==> src/hdl/ffha_pkg.sv <==
// ----------------------------------------------------------------------------
// ffha_pkg
// Shared constants, codes and controller/datapath handshake types for the
// first-fit heap allocator.
// ----------------------------------------------------------------------------
package ffha_pkg;

  // Heap geometry.
  localparam int HEAP_WORDS = 4096;
  localparam int WORD_BYTES = 4;
  localparam int ADDR_W     = $clog2(HEAP_WORDS);
  localparam int LEN_W      = ADDR_W + 1;
  localparam int HDR_W      = LEN_W + 1;

  // Widths fixed by the request and result fields.
  localparam int CMD_W     = 2;
  localparam int COUNT_W   = 14;
  localparam int ETYPE_W   = 2;
  localparam int OFF_W     = 12;
  localparam int WORDS_W   = 14;
  localparam int FREE_W    = 12;
  localparam int BLK_W     = 13;
  localparam int CMP_W     = (LEN_W > WORDS_W) ? LEN_W : WORDS_W;
  localparam int BYTES_W   = COUNT_W + $clog2(WORD_BYTES) + 1;
  localparam int WSHIFT    = $clog2(WORD_BYTES);

  // Header of the single free block that fills the heap after reset.
  localparam logic [HDR_W-1:0] HDR_RESET = {LEN_W'(HEAP_WORDS), 1'b0};

  // Stream payload widths, padded to whole bytes.
  localparam int IN_DATA_W  = ((COUNT_W + ETYPE_W + OFF_W + 7) / 8) * 8;
  localparam int OUT_DATA_W = ((OFF_W + FREE_W + BLK_W + 7) / 8) * 8;

  // Command codes.
  typedef enum logic [CMD_W-1:0] {
    OP_ALLOC    = 2'd0,
    OP_FREE     = 2'd1,
    OP_COALESCE = 2'd2,
    OP_NOP      = 2'd3
  } ffha_op_e;

  // Controller to datapath commands.
  typedef struct packed {
    logic accept;
    logic rd_en;
    logic eval;
    logic split_wr;
    logic finish;
  } ffha_cmd_t;

  // Datapath to controller status.
  typedef struct packed {
    logic skip;
    logic walk_done;
    logic do_split;
    logic out_busy;
  } ffha_status_t;

endpackage

==> src/hdl/ffha_datapath.sv <==
// ----------------------------------------------------------------------------
// ffha_datapath
// Request registers, walk position, counters, header decode and the output
// register of the allocator. Drives the header memory ports.
// ----------------------------------------------------------------------------
module ffha_datapath
  import ffha_pkg::*;
(
  input  logic                clk_i,
  input  logic                rst_ni,
  input  ffha_cmd_t           cmd_i,
  output ffha_status_t        status_o,
  input  logic [CMD_W-1:0]    command_i,
  input  logic [COUNT_W-1:0]  element_count_i,
  input  logic [ETYPE_W-1:0]  element_type_i,
  input  logic [OFF_W-1:0]    block_offset_i,
  output logic                ram_we_o,
  output logic [ADDR_W-1:0]   ram_waddr_o,
  output logic [HDR_W-1:0]    ram_wdata_o,
  output logic                ram_re_o,
  output logic [ADDR_W-1:0]   ram_raddr_o,
  input  logic [HDR_W-1:0]    ram_rdata_i,
  input  logic                out_ready_i,
  output logic                out_valid_o,
  output logic                res_status_o,
  output logic [OFF_W-1:0]    payload_offset_o,
  output logic [FREE_W-1:0]   free_word_total_o,
  output logic [BLK_W-1:0]    block_total_o
);

  ffha_op_e           op_q;
  logic [WORDS_W-1:0] words_q;
  logic [OFF_W-1:0]   off_q;
  logic [ADDR_W-1:0]  pos_q;
  logic [LEN_W-1:0]   rem_q;
  logic [ADDR_W-1:0]  run_head_q;
  logic [LEN_W-1:0]   run_len_q;
  logic               in_run_q;
  logic [FREE_W-1:0]  free_cnt_q;
  logic [BLK_W-1:0]   blk_cnt_q;
  logic               res_status_q;
  logic [OFF_W-1:0]   res_payload_q;
  logic               w0_q;
  logic               rd_zero_q;
  logic               out_valid_q;
  logic               out_status_q;
  logic [OFF_W-1:0]   out_payload_q;
  logic [FREE_W-1:0]  out_free_q;
  logic [BLK_W-1:0]   out_blk_q;

  logic [BYTES_W-1:0] req_bytes;
  logic [BYTES_W-1:0] req_words;
  logic [HDR_W-1:0]   hdr;
  logic [LEN_W-1:0]   len;
  logic               used;
  logic [LEN_W-1:0]   avail;
  logic               len_zero;
  logic               fit;
  logic [CMP_W-1:0]   rem_wide;
  logic [LEN_W-1:0]   rem;
  logic               split;
  logic [LEN_W:0]     next_pos;
  logic               walk_end;
  logic [LEN_W-1:0]   merged;
  logic [ADDR_W-1:0]  free_idx;
  logic               off_bad;
  logic [ADDR_W-1:0]  split_addr;
  logic [LEN_W-1:0]   taken_len;

  // Request size in words: bytes rounded up to whole words.
  always_comb begin
    req_bytes = BYTES_W'(element_count_i);
    if (!element_type_i[0]) begin
      req_bytes = req_bytes << WSHIFT;
    end
    req_words = (req_bytes + BYTES_W'(WORD_BYTES - 1)) >> WSHIFT;
  end

  // Header decode; word 0 reads as the reset block until it is written.
  assign hdr      = (rd_zero_q && !w0_q) ? HDR_RESET : ram_rdata_i;
  assign len      = hdr[HDR_W-1:1];
  assign used     = hdr[0];
  assign avail    = len - LEN_W'(1);
  assign len_zero = (len == '0);
  assign fit      = !used && !len_zero && (CMP_W'(avail) >= CMP_W'(words_q));
  assign rem_wide = CMP_W'(avail) - CMP_W'(words_q);
  assign rem      = rem_wide[LEN_W-1:0];
  assign split    = (rem >= LEN_W'(2));
  assign next_pos = (LEN_W+1)'(pos_q) + (LEN_W+1)'(len);
  assign walk_end = 32'(next_pos) >= 32'(HEAP_WORDS);
  assign merged   = run_len_q + len;
  assign taken_len = LEN_W'(32'(words_q) + 1);

  // Free target and its range check.
  assign free_idx   = ADDR_W'(off_q - OFF_W'(1));
  assign off_bad    = (off_q == '0) || (32'(off_q) > 32'(HEAP_WORDS));
  assign split_addr = ADDR_W'(32'(pos_q) + 32'(words_q) + 1);

  // Status toward the controller.
  always_comb begin
    status_o.skip      = (op_q == OP_NOP) || ((op_q == OP_FREE) && off_bad);
    status_o.out_busy  = out_valid_q && !out_ready_i;
    status_o.do_split  = (op_q == OP_ALLOC) && fit && split;
    status_o.walk_done = 1'b1;
    unique case (op_q)
      OP_ALLOC:    status_o.walk_done = len_zero || fit || walk_end;
      OP_COALESCE: status_o.walk_done = len_zero || walk_end;
      OP_FREE:     status_o.walk_done = 1'b1;
      OP_NOP:      status_o.walk_done = 1'b1;
      default:     status_o.walk_done = 1'b1;
    endcase
  end

  // Header memory ports.
  assign ram_re_o    = cmd_i.rd_en;
  assign ram_raddr_o = (op_q == OP_FREE) ? free_idx : pos_q;

  always_comb begin
    ram_we_o    = 1'b0;
    ram_waddr_o = pos_q;
    ram_wdata_o = '0;
    if (cmd_i.split_wr) begin
      ram_we_o    = 1'b1;
      ram_waddr_o = split_addr;
      ram_wdata_o = {rem_q, 1'b0};
    end else if (cmd_i.eval) begin
      unique case (op_q)
        OP_ALLOC: begin
          ram_we_o    = fit;
          ram_waddr_o = pos_q;
          ram_wdata_o = split ? {taken_len, 1'b1} : {len, 1'b1};
        end
        OP_FREE: begin
          ram_we_o    = 1'b1;
          ram_waddr_o = free_idx;
          ram_wdata_o = {len, 1'b0};
        end
        OP_COALESCE: begin
          ram_we_o    = !len_zero && !used && in_run_q;
          ram_waddr_o = run_head_q;
          ram_wdata_o = {merged, 1'b0};
        end
        OP_NOP: begin
          ram_we_o = 1'b0;
        end
        default: begin
          ram_we_o = 1'b0;
        end
      endcase
    end
  end

  // Word 0 tracking: reset marks it as holding the full-heap free block.
  always_ff @(posedge clk_i or negedge rst_ni) begin
    if (!rst_ni) begin
      w0_q <= 1'b0;
    end else if (ram_we_o && (ram_waddr_o == '0)) begin
      w0_q <= 1'b1;
    end
  end

  always_ff @(posedge clk_i) begin
    if (ram_re_o) begin
      rd_zero_q <= (ram_raddr_o == '0);
    end
  end

  // Running counters.
  always_ff @(posedge clk_i or negedge rst_ni) begin
    if (!rst_ni) begin
      free_cnt_q <= FREE_W'(HEAP_WORDS - 1);
      blk_cnt_q  <= BLK_W'(1);
    end else if (cmd_i.eval) begin
      unique case (op_q)
        OP_ALLOC: begin
          if (fit && split) begin
            free_cnt_q <= free_cnt_q - FREE_W'(32'(words_q) + 1);
            blk_cnt_q  <= blk_cnt_q + BLK_W'(1);
          end else if (fit) begin
            free_cnt_q <= free_cnt_q - FREE_W'(avail);
          end
        end
        OP_FREE: begin
          free_cnt_q <= free_cnt_q + FREE_W'(avail);
        end
        OP_COALESCE: begin
          if (!len_zero && !used && in_run_q) begin
            blk_cnt_q <= blk_cnt_q - BLK_W'(1);
          end
        end
        OP_NOP: begin
          blk_cnt_q <= blk_cnt_q;
        end
        default: begin
          blk_cnt_q <= blk_cnt_q;
        end
      endcase
    end
  end

  // Request registers, walk state and pending result.
  always_ff @(posedge clk_i) begin
    if (cmd_i.accept) begin
      op_q          <= ffha_op_e'(command_i);
      words_q       <= WORDS_W'(req_words);
      off_q         <= block_offset_i;
      pos_q         <= '0;
      in_run_q      <= 1'b0;
      res_status_q  <= 1'b0;
      res_payload_q <= '0;
    end else if (cmd_i.eval) begin
      unique case (op_q)
        OP_ALLOC: begin
          if (fit) begin
            res_payload_q <= OFF_W'(32'(pos_q) + 1);
            rem_q         <= rem;
          end else if (len_zero || walk_end) begin
            res_status_q <= 1'b1;
          end else begin
            pos_q <= ADDR_W'(next_pos);
          end
        end
        OP_COALESCE: begin
          if (!len_zero) begin
            if (!used) begin
              if (in_run_q) begin
                run_len_q <= merged;
              end else begin
                in_run_q   <= 1'b1;
                run_head_q <= pos_q;
                run_len_q  <= len;
              end
            end else begin
              in_run_q <= 1'b0;
            end
            pos_q <= ADDR_W'(next_pos);
          end
        end
        OP_FREE: begin
          pos_q <= pos_q;
        end
        OP_NOP: begin
          pos_q <= pos_q;
        end
        default: begin
          pos_q <= pos_q;
        end
      endcase
    end
  end

  // Output register: holds a result until the downstream side takes it.
  always_ff @(posedge clk_i or negedge rst_ni) begin
    if (!rst_ni) begin
      out_valid_q <= 1'b0;
    end else if (cmd_i.finish) begin
      out_valid_q <= 1'b1;
    end else if (out_ready_i) begin
      out_valid_q <= 1'b0;
    end
  end

  always_ff @(posedge clk_i) begin
    if (cmd_i.finish) begin
      out_status_q  <= res_status_q;
      out_payload_q <= res_payload_q;
      out_free_q    <= free_cnt_q;
      out_blk_q     <= blk_cnt_q;
    end
  end

  assign out_valid_o       = out_valid_q;
  assign res_status_o      = out_status_q;
  assign payload_offset_o  = out_payload_q;
  assign free_word_total_o = out_free_q;
  assign block_total_o     = out_blk_q;

endmodule

==> config.mk <==
export PLATFORM = sky130hd
export DESIGN_NAME = ffha_datapath
export DESIGN_NICKNAME = d
export VERILOG_FILES = /design/src/hdl/ffha_pkg.sv /design/src/hdl/ffha_datapath.sv
export SDC_FILE = /design/constraint.sdc
export NUM_CORES = 1
export LEC_CHECK = 0
export ABC_AREA = 1
export BUFFER_PORTS_ARGS = -buffer_cell sky130_fd_sc_hd__buf_4
export CELL_PAD_IN_SITES_DETAIL_PLACEMENT = 0
export CELL_PAD_IN_SITES_GLOBAL_PLACEMENT = 2
export CORE_MARGIN = 3
export CORE_UTILIZATION = 35
export DETAILED_ROUTE_END_ITERATION = 8
export GPL_ROUTABILITY_DRIVEN = 1
export GPL_TIMING_DRIVEN = 0
export PLACE_DENSITY_LB_ADDON = 0.1
export SLEW_MARGIN = 20
export SYNTH_ARGS = -nofsm -noshare
export SYNTH_HDL_FRONTEND = slang
export SYNTH_SLANG_ARGS = --single-unit
==> constraint.sdc <==
create_clock -name clk_i -period 7.95 [get_ports clk_i]
set_input_delay 1.9875 -clock clk_i [delete_from_list [all_inputs] [get_ports clk_i]]
set_output_delay 1.9875 -clock clk_i [all_outputs]
set_load 0.02 [all_outputs]
# Word-level counts from Yosys, hierarchy flattened
# Cells that the tools add are included.
[totals]
regBits = 158
in_bits = 52
word_cells = 116
[classes]
addsub = 15
n_lt_le_gt_ge = 3
muxes = 28
n_bitwise = 6
reduce_logical = 36
eq_ne = 9
[ops]
columns = ["cell", "count"]
rows = [
  ["$mux W12", 8],
  ["$pmux W12 S2", 3],
  ["$mux W14", 4],
  ["$pmux W14 S3", 1],
  ["$mux W13", 3],
  ["$logic_not A12 Y1", 3],
  ["$add A13 B1 Y13 const B", 2],
  ["$pmux W13 S2", 1],
  ["$sub A13 B1 Y13 const B", 2],
  ["$add A12 B1 Y12 const B", 2],
  ["$add A12 B12 Y12", 2],
  ["$sub A12 B12 Y12", 2],
  ["$add A16 B2 Y16 const B", 1],
  ["$mux W16", 1],
  ["$add A12 B13 Y14", 1],
  ["$ge A13 B14 Y1", 1],
  ["$ge A14 B13 Y1 const B", 1],
  ["$add A13 B13 Y13", 1],
  ["$ge A13 B2 Y1 const B", 1],
  ["$logic_not A13 Y1", 1],
  ["$sub A13 B13 Y13", 1],
  ["$reduce_and A4 Y1", 3],
  ["$sub A12 B1 Y12 const B", 1],
  ["$logic_and A1 B1 Y1", 10],
  ["other kinds (17)", 41],
]

# Longest topological paths before layout
# Gate-level depths: netlist of the first run.
[depth]
word_depth = 11
mapped_depth = 50
ltp_nobuf = 49

# Worst setup path before layout of the first run
# Ideal clock, no wire load.
[synth_timing]
kind = "in2out"
start = "in ram_rdata_i[2]"
end = "out ram_wdata_o[11]"
path_stages = 23
n_path_buf = 2
slack_ns = 0.480
t_arrival_ns = 5.482
required_ns = 5.963
cell_sequence = "inv_1 > nor2_1 > inv_1 > ha_1 > nand2_1 > nor2_1 > nand2_1 > xor2_1 > inv_1 > ha_1 > nand2_1 > inv_1 > a21oi_1 > nand3_1 > nand2_1 > nand2_1 > nor2_1 > nand3_2 > clkbuf_1 > clkbuf_1 > a21oi_1 > a221oi_1 > o21ai_0"
[synth_between]
elab_chain_len = 8
word_cells_on_any_way = 9
classes_between = "add/sub: 3; order compare: 1; mux: 5"
[synth_lines]
columns = ["item", "line_no", "rtl"]
rows = [
  ["start, declared", "ffha_datapath.sv:22", "input logic [HDR_W-1:0] ram_rdata_i,"],
  ["$mux W14", "ffha_datapath.sv:80", "assign hdr = (rd_zero_q && !w0_q) ? HDR_RESET : ram_rdata_i;"],
  ["$sub A13 B1 Y13", "ffha_datapath.sv:83", "assign avail = len - LEN_W'(1);"],
  ["$sub A13 B13 Y13", "ffha_datapath.sv:86", "assign rem_wide = CMP_W'(avail) - CMP_W'(words_q);"],
  ["net rem_wide[12]", "ffha_datapath.sv:59", "logic [CMP_W-1:0] rem_wide;"],
  ["$ge A13 B2 Y1", "ffha_datapath.sv:88", "assign split = (rem >= LEN_W'(2));"],
  ["$mux W14", "ffha_datapath.sv:131", "ram_wdata_o = split ? {taken_len, 1'b1} : {len, 1'b1};"],
  ["$pmux W14 S3", "ffha_datapath.sv:127", "unique case (op_q)"],
  ["$mux W14", "ffha_datapath.sv:126", "end else if (cmd_i.eval) begin"],
  ["$mux W14", "ffha_datapath.sv:122", "if (cmd_i.split_wr) begin"],
  ["end, declared", "ffha_datapath.sv:19", "output logic [HDR_W-1:0] ram_wdata_o,"],
]
# The timed path passes the listed nets, and every way through them passes these cells.

# Final worst setup path of the first run
[layout_timing]
start = "in ram_rdata_i[5]"
end = "out ram_wdata_o[4]"
# The elaborated chain is that of the path after synthesis.

==> impl_metrics.ini, run 1 <==
[outcome]
outcome = finished, final reports clean

[worst_setup_path]
ff2ff_path_depth = 47
crit_arrival_ns = 5.79
r2r_end = free_cnt_q[11]
cp-end-kind = output pin
worstPathRequired_ns = 5.96
reg2reg_slack_ns = 1.41
start_kind = input pin
path_max_fanout = 10
r2r_start = rd_zero_q
path_class = in2out

[layout]
fin_cells = 2047
finalNetCount = 1732
diodes = 0
syn_to_final_growth_pct = 22.5
layout-drive-gt1-share_pct = 18.2

[pwr]
p_leak_nw = 6.28
powerDensity_mw_per_mm2 = 230
finalPower_mw = 3.20
peakVddDrop_uv = 153
seqPwrFrac_pct = 36.1
p_clk_share_pct = 27.8
p_switching_mw = 1.19
p_sw_share_pct = 37.2
p_int_mw = 2.01
combPwrFrac_pct = 36.1

[floorplan]
ios = 135
core-area_mm2 = 0.0318
start_util_pct = 35.7
die_y_um = 186
die_w_um = 186
row_count = 65
die-area_mm2 = 0.0346

[detailed_routing]
wirelength_mm = 37.9
drt_first_pass_iters = 5
drt_iter0_markers = 787
vias_per_cell = 5.03
drc = 0
postRouteAntennaNets = 0
avgRoutedWirePerCell_um = 18.5
vias = 10300

[logic_synthesis]
async_reset_ff_share_pct = 17.1
avgSynthCellArea_um2 = 7.91
ys.flop_type = edfxtp_1
synth_enable_flop_cells = 105
ys_types = 54
yosysSeqAreaShare_pct = 38.4
ys_ff_latch = 158
synth_nets = 1569
synthCells = 1436
netlist_area_mm2 = 0.0114
ys_warn_count = 0

[sta]
fin_setup_tns_ns = 0
fmax_ghz = 0.129
layout_worst_path_cycle_share_pct = 97.9
hold_viol_final = 0
slew_viol_final = 0
finalSetupViolCount = 0
post-route-min-period_ns = 7.78
timing.hold.ws_ns = 0.435
worstMarginPinSlew_ns = 0.818
slew_headroom_pct = 45.4
skew_ns = 0.00770

[min_path]
whs_path_depth = 0
hp-class = reg2reg
hold_end = payload_offset_o[0]
worstHoldStart = res_payload_q[0]

[place]
dp_cells = 2003
portBuffers = 131
post-dp-hpwl_mm = 29.5
globalplace.congestion = 0.854

[clock_tree]
cts_tree = yes
cts_buffers = 17
h-tree-depth = 4
clk_path_buf_depth = 2
root_buffer = clkbuf_16
cts.sinks = 158
clock_latency_ns = 0.45
path_clk_slew_ns = 0.07
cts_hold_buf = 0

[grt]
grt_usage_pct = 22.2
antenna_found_initial = 0
grt_pass1_vias = 9958
grt_pass1_wl_mm = 57.6
overflow = 0
grt_max_degree = 40

[job]
max-cap-violations = 0
-- registers in the layout (all words and copies together), names as in the netlist, 2 cells and up --
name / flops
blk_cnt_q: 13
block_total_o: 13
free_cnt_q: 12
free_word_total_o: 12
off_q: 12
op_q: 2
payload_offset_o: 12
pos_q: 12
rem_q: 13
res_payload_q: 12
run_head_q: 12
run_len_q: 13
words_q: 14
-- cell families after synthesis --
| kind of cell | share of synthesized area (%) |
|---|---|
| compound gates | 14.8 |
| xor+xnor | 6.94 |
| fa+ha+maj | 9.32 |
| buf+inv | 8.14 |
| flops | 38.4 |
| mux | 0.705 |
| simple gates | 21.6 |
-- metal layers --
metal	wire length (um)	track usage, %
met1	18800	32.7
met2	16000	33.3
met3	2300	4.08
met4	816	6.61
met5	0	0
-- Yosys cell counts (2+ instances only) --
| cell | count | area [um2] |
|---|---|---|
| a211oi_1 | 2 | 15.0 |
| a21boi_1 | 2 | 15.0 |
| a21o_1 | 3 | 22.5 |
| a21oi_1 | 110 | 551 |
| a221oi_1 | 3 | 26.3 |
| a22o_1 | 13 | 114 |
| a22oi_1 | 2 | 15.0 |
| buf_1 | 4 | 15.0 |
| buf_2 | 4 | 20.0 |
| buf_6 | 3 | 33.8 |
| clkbuf_1 | 27 | 101 |
| dfrtp_1 | 14 | 350 |
| dfstp_2 | 13 | 342 |
| dfxtp_1 | 26 | 521 |
| edfxtp_1 | 105 | 3150 |
| fa_1 | 6 | 120 |
| ha_1 | 75 | 938 |
| inv_1 | 190 | 713 |
| inv_2 | 8 | 30.0 |
| mux2i_1 | 8 | 80.1 |
| nand2_1 | 303 | 1140 |
| nand2_2 | 8 | 50.1 |
| nand3_1 | 84 | 420 |
| nand3_2 | 3 | 30.0 |
| nand3b_1 | 4 | 30.0 |
| nand4_1 | 11 | 68.8 |
| nor2_1 | 100 | 375 |
| nor2_2 | 9 | 56.3 |
| nor2_4 | 4 | 45.0 |
| nor3_1 | 16 | 80.1 |
| nor3_2 | 2 | 20.0 |
| nor4_1 | 8 | 50.1 |
| o211ai_1 | 12 | 90.1 |
| o21a_1 | 2 | 15.0 |
| o21ai_0 | 110 | 551 |
| o21ai_1 | 10 | 50.1 |
| o21ai_2 | 2 | 17.5 |
| o21bai_1 | 8 | 60.1 |
| o221ai_1 | 4 | 35.0 |
| o22ai_1 | 4 | 25.0 |
| o31ai_1 | 5 | 37.5 |
| or2_2 | 9 | 56.3 |
| xnor2_1 | 25 | 219 |
| xor2_1 | 65 | 569 |
-- critical path, stage by stage --
cell      delay, ns
buf_4          0.13
nand2_4        0.13
inv_2          0.11
nor2_1         0.15
nand2_1        0.14
inv_2          0.13
nand4_1        0.11
xor2_1         0.23
inv_1          0.12
ha_2           0.41
nand2_2        0.10
nor2_2         0.13
nand3_1        0.10
nand4_1        0.08
nand2_1        0.12
nor2_2         0.18
nand3_4        0.14
clkbuf_4       0.21
clkbuf_2       0.20
o21ai_0        0.20
o211ai_1       0.21
a22o_1         0.28
buf_4          0.17
-- how the worst max path moves through the flow --
| stage | startpoint | cells after the start | to |
|---|---|---|---|
| final | ram_rdata_i[5] | 23 | ram_wdata_o[4] |
| after global routing | ram_rdata_i[2] | 24 | ram_we_o |
| after CTS | ram_rdata_i[2] | 26 | ram_wdata_o[4] |
| after detailed placement | ram_rdata_i[2] | 46 | free_cnt_q[11] |
| after global placement | ram_rdata_i[2] | 46 | free_cnt_q[11] |
| after floorplan | ram_rdata_i[2] | 23 | ram_wdata_o[11] |
-- placed cells by master, fill, tap and decap left out, types with 5 or more instances in the layout --
cell type	count
buf_2	5
nor4_1	8
nor3_1	15
ha_4	5
buf_4	144
o211ai_1	12
nand2_2	8
mux2i_1	8
nor2_4	13
xor2_2	5
dfrtp_1	14
dfxtp_1	26
a22o_1	13
clkbuf_1	24
nor2_1	85
xnor2_1	25
a21oi_1	107
nor2_2	15
o21bai_1	8
inv_1	186
nand3_1	84
dfstp_2	13
fa_1	6
nand2_1	300
edfxtp_1	105
clkbuf_16	17
xor2_1	59
nand4_1	11
inv_2	11
ha_1	66
o21ai_1	10
o21ai_0	109
or2_2	9
-- repair_timing --
action | CTS | global route
pin swaps | 4 | 7
setup buffers | 5 | 7
resized for setup | 27 | 39
endpoints found under the setup margin | 19 | 16
-- cell type report --
type | count | area [um2]
flip-flops and latches | 158 | 4370
clock inverters | 13 | 171
multi-input cells | 1040 | 6340
plain buffers | 39 | 184
clock buffers | 19 | 453
well taps | 435 | 544
fillers | 3279 | 17900
inverters | 199 | 751
repair buffers | 144 | 1090
-- through the flow --
stage | util, % | setup slack [ns] | instance area (um2)
3_3_place_gp | 40.5 | -1.05 | 12900
6_report | 43.7 | 0.169 | 13900
5_1_grt | 43.7 | -0.00270 | 13900
3_5_place_dp | 40.6 | -1.11 | 12900
2_1_floorplan | - | 0.480 | 11400
4_1_cts | 43.0 | 0.000416 | 13700
-- power groups by stage --
stage / logic [mW] / clock network (mW) / registers, mW
floorplan: 0.728 / 0 / 1.18
global placement: 1.12 / 0 / 1.17
detailed placement: 1.12 / 0 / 1.17
CTS: 1.14 / 0.911 / 1.16
global route: 1.30 / 0.944 / 1.17
finish: 1.16 / 0.892 / 1.16
Note: power is estimated with default switching activity, not from simulation.
==> inputs of run 2 (changes only) <==
BUFFER_PORTS_ARGS = default   (was -buffer_cell sky130_fd_sc_hd__buf_4)
CORE_MARGIN = 2   (was 3)
CORE_UTILIZATION = 38   (was 35)
CTS_BUF_LIST = sky130_fd_sc_hd__clkbuf_8   (was default)
DONT_BUFFER_PORTS = 1   (was default)
==> run 2 against run 1 <==
  * Register-to-register slack gained 0.06 ns
  * Critical path type unchanged
  * Final cell count shrank 9.0%
  * Hold slack lost 0.0011 ns
==> impl_metrics.ini, run 2 (synthesized netlist as in run 1, its figures left out) <==
[grt]
grt_max_degree = 40
grtUsageMet1_pct = 34.2
busiest_layer = met2
grt_pass1_vias = 9345
grtUsageMet2_pct = 37.3
antenna_found_initial = 0
met3_usage_pct = 4.77
overflow = 0
grt_pass1_wl_mm = 55.8
grt_usage_pct = 24.0

[sta]
finalSetupViolCount = 0
skew_ns = 0.0174
slew_viol_final = 0
fmax_ghz = 0.129
layout_worst_path_cycle_share_pct = 97.2
post-route-min-period_ns = 7.73
rsz0062_at_grt = false
hold_viol_final = 0
layout_setup_ws_ns = 0.221
worstMarginPinSlew_ns = 1.00
slew_headroom_pct = 32.6

[pwr]
p_sw_share_pct = 40.5
seqPwrFrac_pct = 43.4
powerDensity_mw_per_mm2 = 224
p_clk_share_pct = 22.0
p_leak_nw = 5.47
peakVddDrop_uv = 81.5
p_switching_mw = 1.13
combPwrFrac_pct = 34.5
finalPower_mw = 2.79
p_int_mw = 1.66

[clock_tree]
cts.sinks = 158
clock_latency_ns = 0.49
cts_tree = yes
cts_hold_buf = 0
clk_path_buf_depth = 2
root_buffer = clkbuf_8
cts_buffers = 17
h-tree-depth = 4
path_clk_slew_ns = 0.09

[detailed_routing]
avgRoutedWirePerCell_um = 19.7
vias_per_cell = 5.25
drt_first_pass_iters = 5
vias = 9767
postRouteAntennaNets = 0
drc = 0
drt_iter0_markers = 787
wirelength_mm = 36.6

[layout]
finalNetCount = 1592
largest_reg_flops = 14
syn_to_final_growth_pct = 9.60
layout-drive-gt1-share_pct = 9.38
layout_common_cells = nand2_1 (301), inv_1 (190), a21oi_1 (109)
postLayoutCoreUtil_pct = 42.1
top_register = words_q
fin_cells = 1862
final_common_cell = nand2_1
diodes = 0

[outcome]
outcome = finished, final reports clean

[worst_setup_path]
crit_arrival_ns = 5.74
max_stage_delay_ns = 0.52
cp-end-kind = output pin
crit_family = simple AND/OR/NAND/NOR gates
worstPathRequired_ns = 5.96
crit_chain = inv_1, nor2_2, inv_1, nand3_1, xor2_2, inv_1, ha_4, nand2_2, nor2_2, nand3_1, nand4_1, nand2_1, nor2_2, nand3_4, clkbuf_4, buf_2, a21oi_1, o21ai_0, o221ai_1, a22o_1
cp.buffers_inverters = 5
path_max_fanout = 10
start_kind = input pin
critPathSlowestCell = nor2_2
path_class = in2out

[floorplan]
ios = 135
row_count = 63
die-area_mm2 = 0.0313
die_w_um = 177
start_util_pct = 38.4
die_y_um = 177
core-area_mm2 = 0.0296

[place]
place_ws_ns = -1.08
globalplace.congestion = 0.845
post-dp-hpwl_mm = 28.7
dp_cells = 1827
portBuffers = 0

[job]
max-cap-violations = 0

[min_path]
hp-class = reg2reg
## run 2: per-stage QoR
step,setup TNS (ns),hold WS (ns),instance area [um2]
floorplan,0,0.403,11400
global placement,-12.63,0.412,11800
detailed placement,-12.21,0.414,11900
CTS,0,0.438,12300
global route,0,0.450,12400
finish,0,0.434,12400
## run 2: layout make-up
| class | count | area [um2] |
|---|---|---|
| fillers | 3062 | 17100 |
| multi-input cells | 1040 | 6240 |
| plain buffers | 39 | 184 |
| repair buffers | 4 | 33.8 |
| flip-flops and latches | 158 | 4370 |
| clock buffers | 18 | 248 |
| inverters | 199 | 747 |
| well taps | 390 | 488 |
| clock inverters | 14 | 136 |
## run 2: timing repair
| item | CTS | global route |
|---|---|---|
| cloned | 0 | 0 |
| endpoints found under the setup margin | 17 | 17 |
| pin swaps | 1 | 3 |
| resized for setup | 12 | 35 |
| buffers inserted | 3 | 0 |
## run 2: final timing paths
check	startpoint	depth (start not counted)	end	slack [ns]
max	ram_rdata_i[9]	20	ram_wdata_o[5]	0.22
max reg2reg	rd_zero_q	47	free_cnt_q[11]	1.47
min reg2reg	res_payload_q[1]	0	payload_offset_o[1]	0.43
min in group asynchronous	rst_ni	0	blk_cnt_q[11]	1.18
max in group asynchronous	rst_ni	0	free_cnt_q[0]	6.57
min	res_payload_q[1]	0	payload_offset_o[1]	0.43
## run 2: power groups by stage
stage | sequential [mW] | combinational (mW) | clock [mW]
after CTS | 1.21 | 0.948 | 0.630
after global placement | 1.23 | 0.933 | 0
after detailed placement | 1.23 | 0.941 | 0
after global routing | 1.23 | 1.09 | 0.663
final | 1.21 | 0.962 | 0.613
after floorplan | 1.18 | 0.728 | 0
## run 2: worst register-to-register path: cells and delay by family, from the launching register on
| kind | cells | cell delay, ns |
|---|---|---|
| AO/OA/AOI/OAI | 7 | 1.18 |
| XOR/XNOR | 1 | 0.18 |
| adder cells (fa/ha/maj) | 4 | 1.12 |
| buffers and inverters | 9 | 0.82 |
| flip-flops | 1 | 0.43 |
| AND/OR/NAND/NOR | 26 | 2.72 |
## run 2: routing by layer
metal | wire length (um) | up-vias
li1 | - | 4859
met1 | 17800 | 4606
met5 | 0 | -
met2 | 16200 | 270
met3 | 2180 | 32
met4 | 463 | 0
